## src/rtl/tcc_pkg.sv

```systemverilog
// Shared types and constants for the text console cursor engine.
package tcc_pkg;

    localparam int CHAR_W     = 8;
    localparam int IDX_W      = 11;
    localparam int ROW_OUT_W  = 5;
    localparam int COL_OUT_W  = 7;
    localparam int CELL_W     = 16;
    localparam int COLOR_W    = 8;
    localparam int LE_W       = 7;
    localparam int LE_MAX     = 127;

    localparam logic [CHAR_W-1:0]  CH_NEWLINE   = 8'd10;
    localparam logic [CHAR_W-1:0]  CH_BACKSPACE = 8'd8;
    localparam logic [CHAR_W-1:0]  CH_SPACE     = 8'd32;
    localparam logic [CELL_W-1:0]  CELL_RESET   = 16'h0720;
    localparam logic [COLOR_W-1:0] COLOR_RESET  = 8'd7;

    localparam logic OP_PUT  = 1'b0;
    localparam logic OP_READ = 1'b1;

    typedef enum logic [2:0] {
        ST_CLEAR,
        ST_IDLE,
        ST_EXEC,
        ST_SCROLL,
        ST_DONE
    } state_t;

    typedef struct packed {
        logic capture;
        logic exec;
        logic sweep_clear;
        logic sweep_scroll;
        logic out_load;
    } cmd_t;

    typedef struct packed {
        logic sweep_last;
        logic needs_scroll;
        logic out_free;
    } status_t;

endpackage

```

## src/rtl/tcc_ctrl.sv

```systemverilog
// Sequencing state machine for the text console cursor engine.
module tcc_ctrl (
    input  logic           clk,
    input  logic           rst_n,
    input  logic           in_valid,
    output logic           in_stall,
    input  tcc_pkg::status_t status,
    output tcc_pkg::cmd_t    cmd
);

    tcc_pkg::state_t state_reg;
    tcc_pkg::state_t state_next;

    always_ff @(posedge clk or negedge rst_n)
    begin
        if (!rst_n)
        begin
            state_reg <= tcc_pkg::ST_CLEAR;
        end
        else
        begin
            state_reg <= state_next;
        end
    end

    always_comb
    begin
        state_next = state_reg;
        cmd        = '0;
        in_stall   = 1'b1;
        case (state_reg)
            tcc_pkg::ST_CLEAR:
            begin
                cmd.sweep_clear = 1'b1;
                if (status.sweep_last)
                begin
                    state_next = tcc_pkg::ST_IDLE;
                end
            end
            tcc_pkg::ST_IDLE:
            begin
                in_stall = 1'b0;
                if (in_valid)
                begin
                    cmd.capture = 1'b1;
                    state_next  = tcc_pkg::ST_EXEC;
                end
            end
            tcc_pkg::ST_EXEC:
            begin
                cmd.exec   = 1'b1;
                state_next = status.needs_scroll ? tcc_pkg::ST_SCROLL : tcc_pkg::ST_DONE;
            end
            tcc_pkg::ST_SCROLL:
            begin
                cmd.sweep_scroll = 1'b1;
                if (status.sweep_last)
                begin
                    state_next = tcc_pkg::ST_DONE;
                end
            end
            tcc_pkg::ST_DONE:
            begin
                // hand the result over and take the next transaction in the same cycle
                if (status.out_free)
                begin
                    cmd.out_load = 1'b1;
                    in_stall     = 1'b0;
                    if (in_valid)
                    begin
                        cmd.capture = 1'b1;
                        state_next  = tcc_pkg::ST_EXEC;
                    end
                    else
                    begin
                        state_next = tcc_pkg::ST_IDLE;
                    end
                end
            end
            default:
            begin
                state_next = tcc_pkg::ST_IDLE;
            end
        endcase
    end

endmodule

```

## config.mk

```make
export PLATFORM = sky130hd
export DESIGN_NAME = tcc_ctrl
export DESIGN_NICKNAME = d
export VERILOG_FILES = /design/src/rtl/tcc_pkg.sv /design/src/rtl/tcc_ctrl.sv
export SDC_FILE = /design/constraint.sdc
export NUM_CORES = 1
export LEC_CHECK = 0
export ABC_CLOCK_PERIOD_IN_PS = 1700
export BUFFER_PORTS_ARGS = -buffer_cell sky130_fd_sc_hd__buf_2
export CAP_MARGIN = 20
export CORE_AREA = 2 2 39 41
export CTS_CLUSTER_SIZE = 16
export DETAILED_ROUTE_END_ITERATION = 8
export DIE_AREA = 0 0 41 43
export PLACE_DENSITY = 0.33
export SLEW_MARGIN = 20
export SYNTH_ARGS = -nofsm -noshare
export SYNTH_HDL_FRONTEND = slang
export SYNTH_SLANG_ARGS = --single-unit
```

## constraint.sdc

```tcl
create_clock -name clk -period 1.7 [get_ports clk]
set_clock_uncertainty 0.15 [all_clocks]
set_input_delay 0.425 -clock clk [delete_from_list [all_inputs] [get_ports clk]]
set_output_delay 0.425 -clock clk [all_outputs]
set_load 0.005 [all_outputs]
```

# Word-level counts from Yosys, hierarchy flattened
# Index checks and enable logic that the tools add are counted.
# word_totals
wordCells	28
output_inout_bits	6
register_bits	3
inputBits	6
# op_classes
reduce_logical	2
eq_ne	8
muxes	17
# ops
cell	count
$mux 3	5
$pmux 3 s5	1
$mux 1	8
$ne 2x2->1 const B	4
$eq 3x2->1 const B	2
$pmux 1 s2	2
$reduce_and 4->1	1
$eq 3x1->1 const B	1
$eq 3x3->1 const B	1
$logic_not 3->1	1
$mux 2	1

# Depth between registers and ports, before layout
# Gate-level depths: netlist (run 1).
# logic_depth
depth_word	3
ltp_mapped	4

# Least setup slack after synthesis (run 1)
# OpenSTA, ideal clock, no wires.
# synth_path
path_type	reg-to-output
from	register state_reg[2]
to	output port cmd[4] in the netlist's numbering
arrival_ps	821
path_slack_ps	304
path_stages_with_launch	4
path_cell_list	dfrtp_1 nand2_1 mux2i_1 and2_1
# synth_lines
item	line	text
from (decl)	tcc_ctrl.sv:11	tcc_pkg::state_t state_reg;
from (signal assigned)	tcc_ctrl.sv:18	state_reg <= tcc_pkg::ST_CLEAR;
from (signal assigned)	tcc_ctrl.sv:22	state_reg <= state_next;
to (decl)	tcc_ctrl.sv:8	output tcc_pkg::cmd_t cmd

==> results.json, run 1 <==
{
  "status": "finished with violations",
  "violations": "setup timing",
  "post-route-drc-count": 0,
  "crit_fanout": 6,
  "worstMarginPinSlew_ns": 0.2470,
  "slew_viol_final": 0,
  "finalSetupViolCount": 1,
  "port_buffers": 11,
  "die_area_mm2": 0.001763,
  "coreArea_mm2": 0.001384,
  "ys_ff_latch": 3,
  "period_minus_slack_ns": 1.733,
  "ys_types": 16,
  "synthFlopType": "dfrtp_1",
  "postLayoutCoreUtil": 0.3119,
  "fill_cells": 165,
  "antenna_found_initial": 0,
  "vias": 292,
  "grt_max_degree": 9,
  "power_density_mw_per_mm2": 1923,
  "dp_hpwl_um": 470.9,
  "final_cell_area_um2": 431.7,
  "synth_edf_count": 0,
  "yosysWarnings": 0,
  "detailedRoute.firstIterationViolations": 2,
  "largest_reg_flops": 3,
  "leakage_nw": 0.2151,
  "grt_pass1_wl_um": 972,
  "path_class": "reg2out",
  "cts_buffer_depth": 2,
  "post-synth-top-area-fraction": 0.3390,
  "drtAntennaViolNets": 0,
  "cp_num_buf_inv": 1,
  "cts_tree": "built",
  "ys_seq_area_frac": 0.3390,
  "cpPeakStageDelay_ns": 0.45,
  "cp_top_family": "flip-flops",
  "cts.clk_slew.worst_paths_ns": 0.04,
  "yosysTopAreaCell": "dfrtp_1",
  "clock.fmax_mhz": 577.1,
  "hold_viol_final": 0,
  "synthToLayoutAreaGrowth_pct": 94.92,
  "root_buffer": "clkbuf_4",
  "async_reset_ff_frac": 1.000,
  "row_count": 14,
  "path_cells": "nand2_4, mux2i_4, and2_1, buf_2",
  "gp_congestion": 0.6768,
  "syn_nets": 32,
  "dieWidth_um": 41,
  "dr.pass1.iters": 4,
  "vias_per_cell": 4.358,
  "relSlewSlack": 0.8342,
  "cts.sinks": 3,
  "synth_cells": 26,
  "track_usage": 0.08661,
  "synthTopCellsByCount": "dfrtp_1, nor2_1, nor3_1",
  "drive_above_1_share": 0.6275,
  "initial_core_util": 0.1600,
  "num_antenna_cells": 0,
  "totalWireLength_um": 743,
  "syn_area_um2": 221.5,
  "worstSetupEndpointType": "primary output",
  "rsz0062_at_grt": "true",
  "io_pins": 12,
  "post_dp_cell_area_um2": 292.8,
  "clkLatencyLatePin_ns": 0.23,
  "grt_pass1_vias": 255,
  "setup_slack_ns": -0.03283,
  "fin_nets": 58,
  "routedWlPerCell_um": 11.09,
  "required_ns": 1.12,
  "hold_path.class": "in2async",
  "htreeDepth": 1,
  "gr-total-overflow": 0,
  "detailedPlace.worstSlack_ns": 0.05632,
  "period_share": 1.019,
  "synthTopCellsByArea": "dfrtp_1, nor3_1, a221oi_2, and2_1, nand2b_1",
  "arrival_ns": 1.16,
  "cts_buffers": 3,
  "cp_slowest_cell": "dfrtp_2",
  "syn_area_per_cell_um2": 8.518,
  "total_power_w": 0.0008301,
  "ir_drop_uv": 610.5,
  "die_h_um": 43,
  "startpoint_type": "flop",
  "max_cap_viol_count": 0
}
==> final cells by class <==
class                   instances  area (µm²)  share of cell area
flip-flops and latches          3       78.83              0.1826
clock buffers                   4       26.28             0.06087
multi-input cells              21       158.9              0.3681
well taps                      16       20.02             0.04638
inverters                       1       3.754            0.008696
repair buffers                 22       143.9              0.3333
==> cells in the final DEF (no fill, tap or decap) <==
master / count
nor2b_2: 1
o21ai_0: 1
a22o_1: 1
a22oi_1: 1
inv_1: 1
nand2b_1: 2
nor2_1: 3
o21ai_1: 1
and2_1: 2
dlygate4sd3_1: 1
a221oi_2: 1
mux2i_4: 1
dfrtp_2: 3
buf_2: 11
nor2b_1: 1
buf_4: 9
clkbuf_1: 1
nor3_2: 1
nand2_1: 1
nand2_4: 1
buf_6: 1
nor3_1: 2
clkbuf_4: 3
o2bb2ai_1: 1
==> kinds of logic after synthesis <==
kind of cell	after synthesis	share of synthesized area
AND/OR/NAND/NOR	14	0.3220
buffers and inverters	2	0.06778
flip-flops	3	0.3390
AO/OA/AOI/OAI	6	0.2260
multiplexers	1	0.04520
==> metal layers <==
metal | GRT usage | part of all wire
met5 | 0 | 0
met4 | 0.08000 | 0
met3 | 0.01571 | 0.077
met2 | 0.1344 | 0.58
met1 | 0.09091 | 0.35
==> per-stage QoR <==
step           hold WS, ns  setup TNS (ns)  instances
6_report            0.3686        -0.03283         67
5_1_grt             0.3941         -0.1960         67
4_1_cts             0.3710        -0.06940         61
3_5_place_dp       0.07190               0         53
3_3_place_gp       0.06959               0         53
2_1_floorplan     -0.02059               0         26
==> path summary, 6_finish.rpt <==
check	end	from	cells after the start	slack (ns)
setup / recovery	cmd[4]	state_reg[2]	4	-0.03
hold / removal	state_reg[2]	rst_n	2	0.37
setup reg to reg	state_reg[1]	state_reg[2]	6	0.28
hold reg to reg	state_reg[1]	state_reg[1]	2	0.49
max in group asynchronous	state_reg[1]	rst_n	2	0.91
min in group clk	state_reg[0]	status[2]	3	0.41
==> power by group <==
part	internal, W	switching [W]	total [W]
Combinational	0.000327	0.000203	0.000529
Clock	0.0000878	0.0000352	0.000123
Sequential	0.000112	0.0000659	0.000178
Total	0.000526	0.000304	0.000830
==> repair_timing <==
action,4_1_cts,5_1_grt
endpoints found under the setup margin,4,4
endpoints found under the hold margin,3,0
resized for setup,3,7
pin swaps,1,2
hold buffers,1,0
setup buffers,3,6
(Power assumes the default switching activity.)
==> run 2, diff against run 1 <==
CELL_PAD_IN_SITES_DETAIL_PLACEMENT = 2   (was unset)
CELL_PAD_IN_SITES_GLOBAL_PLACEMENT = 2   (was unset)
PLACE_DENSITY = 0.55   (was 0.33)
==> run 2 against run 1 <==
  * The flow still finishes with violations (setup timing)
  * Critical endpoint is now cmd[1]
  * Final cell count is 7.5% lower
  * Critical path depth stayed put
  * Global-route usage is 0.19 points higher
  * Critical path type unchanged
  * First-iteration DRC count is 100% lower
  * Worst hold slack better by 0.0057 ns
  * Largest cell class unchanged
  * Via count is 8.2% lower
  * Combinational power is 9.1% lower
  * Maximum frequency is 0.21% higher
  * Sequential share of layout area is 0.41 points higher
==> results.json, run 2 (synthesis results as in run 1) <==
{
  "status": "finished with violations",
  "violations": "setup timing",
  "path_class": "reg2out",
  "htreeDepth": 1,
  "initial_core_util": 0.1600,
  "pwr-share-seq": 0.231,
  "finalSetupViolCount": 3,
  "final_cells": 62,
  "cp_slowest_cell": "dfrtp_2",
  "detailedRoute.firstIterationViolations": 0,
  "final_common_cell": "buf_2",
  "largest_reg_flops": 3,
  "arrival_ns": 1.15,
  "period_minus_slack_ns": 1.729,
  "vias_per_cell": 4.323,
  "antenna_found_initial": 0,
  "p_int_w": 0.0004835,
  "dr.pass1.iters": 1,
  "vias": 268,
  "hold_ws_ns": 0.3743,
  "io_pins": 12,
  "cpPeakStageDelay_ns": 0.45,
  "cp_top_family": "flip-flops",
  "drive_above_1_share": 0.6087,
  "rsz0062_at_grt": "true",
  "gr-total-overflow": 0,
  "worstMarginPinSlew_ns": 0.2317,
  "max_cap_viol_count": 0,
  "dieWidth_um": 41,
  "crit_top_cell": "buf_6",
  "totalWireLength_um": 704,
  "post_dp_cell_area_um2": 300.3,
  "drtAntennaViolNets": 0,
  "period_share": 1.017,
  "cts_buffer_depth": 2,
  "leakage_nw": 0.1994,
  "rrSetupSlack_ns": 0.37,
  "routedWlPerCell_um": 11.35,
  "cts_tree": "built",
  "hold_viol_final": 0,
  "final_cell_mix": "buf_2, nor3_1, clkbuf_4, buf_6, buf_4",
  "track_usage": 0.08853,
  "grt_max_degree": 11,
  "required_ns": 1.12,
  "num_antenna_cells": 0,
  "p_sw_frac": 0.3787,
  "hold_path.class": "in2async",
  "power_density_mw_per_mm2": 1874,
  "p_switching_w": 0.0002947,
  "synthToLayoutAreaGrowth_pct": 87.57,
  "die_area_mm2": 0.001763,
  "relSlewSlack": 0.8445,
  "setup_slack_ns": -0.02913,
  "cts_buffers": 3,
  "coreArea_mm2": 0.001384,
  "clkLatencyLatePin_ns": 0.22,
  "worstSetupEndpointType": "primary output",
  "die_h_um": 43,
  "ir_drop_uv": 353.8,
  "slew_viol_final": 0,
  "comb_power_share": 0.618,
  "port_buffers": 11,
  "row_count": 14,
  "setup_tns_ns": -0.04990,
  "root_buffer": "clkbuf_4",
  "dp_hpwl_um": 554.5,
  "post-route-drc-count": 0,
  "clkPwrFrac": 0.151,
  "fin_nets": 53,
  "cts.clk_slew.worst_paths_ns": 0.04,
  "dp.cells": 54,
  "crit_fanout": 4,
  "gp_congestion": 0.7119,
  "cp_num_buf_inv": 2,
  "clock.fmax_mhz": 578.3,
  "path_cells": "buf_6, nor2b_4, and2_4, buf_6",
  "final_cell_area_um2": 415.4,
  "startpoint_type": "flop",
  "detailedPlace.worstSlack_ns": 0.0009430,
  "grt_pass1_vias": 288,
  "cts.sinks": 3,
  "grt_pass1_wl_mm": 1.124
}
-- run 2: stage by stage --
step	power [W]	utilization
6_report	0.0007783	0.3002
5_1_grt	0.0008414	0.3002
4_1_cts	0.0007605	0.2893
2_1_floorplan	0.0003566	-
3_5_place_dp	0.0004819	0.2170
3_3_place_gp	0.0004726	0.2170
-- run 2: cell type report --
cell class                      count  area (µm²)
Tap cell                           16       20.02
Fill cell                         170       968.4
Multi-Input combinational cell     21       171.4
Clock buffer                        4       26.28
Inverter                            1       3.754
Sequential cell                     3       77.57
Timing Repair Buffer               17       116.4
-- run 2: what timing repair did --
item,4_1_cts,5_1_grt
gates cloned,0,0
endpoints found under the hold margin,3,0
hold buffers,1,0
buffers inserted,2,1
endpoints found under the setup margin,4,6
gates resized for setup,12,2
pin swaps,1,2
-- run 2: layer usage --
layer,GRT usage,share of wire
met1,0.09709,0.41
met2,0.1719,0.56
met3,0.01571,0.036
met4,0,0
met5,0,0
-- run 2: power groups by stage --
stage / sequential, W / clock [W] / combinational [W]
finish: 0.000180 / 0.000117 / 0.000481
global route: 0.000187 / 0.000129 / 0.000526
CTS: 0.000176 / 0.000125 / 0.000459
detailed placement: 0.000150 / 0 / 0.000332
global placement: 0.000149 / 0 / 0.000324
floorplan: 0.000145 / 0 / 0.000212
-- run 2: final timing paths --
kind	from	endpoint	depth (start not counted)
max in group asynchronous	rst_n	state_reg[1]	2
min	rst_n	state_reg[2]	2
min reg2reg	state_reg[0]	state_reg[1]	2
min in group clk	status[2]	state_reg[0]	3
max reg2reg	state_reg[1]	state_reg[2]	4
max	state_reg[2]	cmd[1]	4
==> run 3, diff against run 2 <==
ABC_AREA = 1   (was unset)
CORE_AREA = unset   (was 2 2 39 41)
CORE_UTILIZATION = 18   (was unset)
DIE_AREA = unset   (was 0 0 41 43)
GPL_TIMING_DRIVEN = 0   (was unset)
PLACE_DENSITY = 0.65   (was 0.55)
==> run 3 against run 2 <==
  * Critical endpoint is now cmd[4]
  * Cell area up 5.7%
  * Maximum frequency shrank 1.8%
  * Critical path type unchanged
  * The flow still finishes with violations (setup timing)
  * Clock-buffer cell count unchanged
  * Register-to-register slack worse by 0.14 ns
  * Worst setup slack lost 0.031 ns
==> results.json, run 3 <==
{
  "leakage_nw": 0.2597,
  "vias": 352,
  "syn_nets": 50,
  "yosysWarnings": 0,
  "worstMarginPinSlew_ns": 0.2147,
  "rsz0062_at_grt": "true",
  "crit_fanout": 3,
  "total_power_w": 0.0008880,
  "ys_seq_area_frac": 0.3061,
  "cts_buffer_depth": 2,
  "synth_edf_count": 0,
  "worstSetupEndpointType": "primary output",
  "power_density_mw_per_mm2": 2022,
  "ys_ff_latch": 3,
  "max_cap_viol_count": 0,
  "htreeDepth": 1,
  "dp_hpwl_um": 669.4,
  "routed.top_layer": "met3",
  "arrival_ns": 1.19,
  "cts.clk_slew.worst_paths_ns": 0.04,
  "die_area_mm2": 0.001514,
  "period_share": 1.035,
  "coreArea_mm2": 0.001186,
  "clkLatencyLatePin_ns": 0.23,
  "setup_slack_ns": -0.06027,
  "dr.pass1.iters": 1,
  "post-route-drc-count": 0,
  "synth_compound_area_frac": 0.06122,
  "yosys-mux-area-fraction": 0,
  "final_cell_mix": "nand2_1, buf_2, buf_4, nor2_1, nand3_1",
  "synthXorXnorAreaFrac": 0,
  "status": "finished with violations",
  "cp_slowest_cell": "dfrtp_1",
  "synthFlopType": "dfrtp_1",
  "largest_reg_flops": 3,
  "gr-total-overflow": 0,
  "row_count": 12,
  "relSlewSlack": 0.8563,
  "grt_max_degree": 6,
  "cpPeakStageDelay_ns": 0.40,
  "vias_per_cell": 4.293,
  "met2_length_um": 459,
  "drtAntennaViolNets": 0,
  "synthAdderAreaFrac": 0,
  "setup_tns_ns": -0.06027,
  "track_usage": 0.1493,
  "post-synth-top-area-fraction": 0.3061,
  "fill_cells": 156,
  "ir_drop_uv": 637.4,
  "finalSetupViolCount": 1,
  "synthTopCellsByArea": "dfrtp_1, nand2_1, nor2_1, nand3_1, inv_1",
  "violations": "setup timing",
  "antenna_found_initial": 0,
  "grt_pass1_wl_mm": 1.442,
  "dieWidth_um": 38.91,
  "wl_met1_um": 514,
  "totalWireLength_mm": 1.000,
  "io_pins": 12,
  "startpoint_type": "flop",
  "synthTopCellsByCount": "nand2_1, nor2_1, inv_1, nand3_1, dfrtp_1",
  "synth_top_family_by_area": "simple AND/OR/NAND/NOR gates",
  "async_reset_ff_frac": 1.000,
  "port_buffers": 11,
  "period_minus_slack_ns": 1.760,
  "required_ns": 1.12,
  "yosysTopAreaCell": "dfrtp_1",
  "gp_congestion": 0.6789,
  "fin_nets": 75,
  "cts_buffers": 3,
  "root_buffer": "clkbuf_4",
  "routedWlPerCell_um": 12.20,
  "final_common_cell": "nand2_1",
  "clock.fmax_mhz": 568.1,
  "syn_area_per_cell_um2": 5.574,
  "slew_viol_final": 0,
  "path_class": "reg2out",
  "path_cells": "inv_2, nand2_4, nor3_4, a21oi_2, nor2_1, buf_2",
  "initial_core_util": 0.2068,
  "num_antenna_cells": 0,
  "drive_above_1_share": 0.4412,
  "detailedRoute.firstIterationViolations": 0,
  "wl_met3_um": 26,
  "cts_tree": "built",
  "cts.sinks": 3,
  "hold_path.class": "in2reg",
  "ys_types": 9,
  "synthToLayoutAreaGrowth_pct": 79.08,
  "synth_cells": 44,
  "syn_area_um2": 245.2,
  "die_h_um": 38.91,
  "yosysMostFrequentCell": "nand2_1",
  "grt_pass1_vias": 349,
  "hold_viol_final": 0,
  "synth-simple-area-share": 0.5408
}
run 3: cell types whose count changed after synthesis, moves of 2 or more:
cell | before | now
nor2_1 | 3 | 10
nor2b_1 | 2 | 0
nor3_1 | 3 | 0
a21oi_1 | 0 | 2
inv_1 | 1 | 5
nand3_1 | 0 | 5
and2_1 | 2 | 0
nand2_1 | 2 | 16
nand2b_1 | 2 | 0
run 3: logic make-up after synthesis:
kind of cell,Yosys count
AO/OA/AOI/OAI,3
buffers and inverters,6
flip-flops,3
AND/OR/NAND/NOR,32
run 3: final timing paths:
kind	to	start	slack, ns	cells after the start
min in group asynchronous	state_reg[1]	rst_n	0.39	2
worst max-delay path	cmd[4]	state_reg[0]	-0.06	6
worst min register to register	state_reg[1]	state_reg[2]	0.57	4
worst min-delay path	state_reg[1]	status[2]	0.32	4
worst max register to register	state_reg[0]	state_reg[0]	0.23	7
max in group asynchronous	state_reg[0]	rst_n	0.90	2
run 3: repair_timing:
item	in CTS	in global routing
hold buffers	1	0
cloned	0	0
setup buffers	7	1
setup endpoints to repair	5	5
resized for setup	2	6
hold endpoints to repair	3	0
run 3: power breakdown:
| part | internal [W] | total [W] | switching (W) |
|---|---|---|---|
| clock network | 0.0000881 | 0.000127 | 0.0000393 |
| registers | 0.000108 | 0.000141 | 0.0000331 |
| logic | 0.000279 | 0.000619 | 0.000341 |
run 3: layout make-up:
| cell class | instances | area, µm² | area share |
|---|---|---|---|
| Inverter | 6 | 22.52 | 0.05128 |
| Multi-Input combinational cell | 35 | 172.7 | 0.3932 |
| Sequential cell | 3 | 75.07 | 0.1709 |
| Tap cell | 14 | 17.52 | 0.03989 |
| Timing Repair Buffer | 20 | 125.1 | 0.2849 |
| Clock buffer | 4 | 26.28 | 0.05983 |
run 3: metal layers:
| metal | global-route usage | up-vias |
|---|---|---|
| li1 | - | 184 |
| met1 | 0.1806 | 161 |
| met2 | 0.2417 | 7 |
| met3 | 0.08671 | 0 |
| met4 | 0 | 0 |
| met5 | 0 | - |
run 3: through the flow:
stage	cell area (µm²)	setup WS, ns	util	hold slack [ns]	instances
6_report	439.2	-0.06027	0.3703	0.3192	82
5_1_grt	439.2	-0.1481	0.3703	0.3505	82
4_1_cts	409.1	-0.06939	0.3449	0.3181	81
3_5_place_dp	317.8	0.07457	0.2679	0.07771	69
3_3_place_gp	317.8	0.08947	0.2679	0.07094	69
2_1_floorplan	245.2	0.2127	-	-0.02059	44
run 3: critical path, delay by kind of cell (launching register included):
family	cells	cell delay [ns]
flip-flops	1	0.40
AND/OR/NAND/NOR	3	0.28
buffers and inverters	2	0.22
AO/OA/AOI/OAI	1	0.05
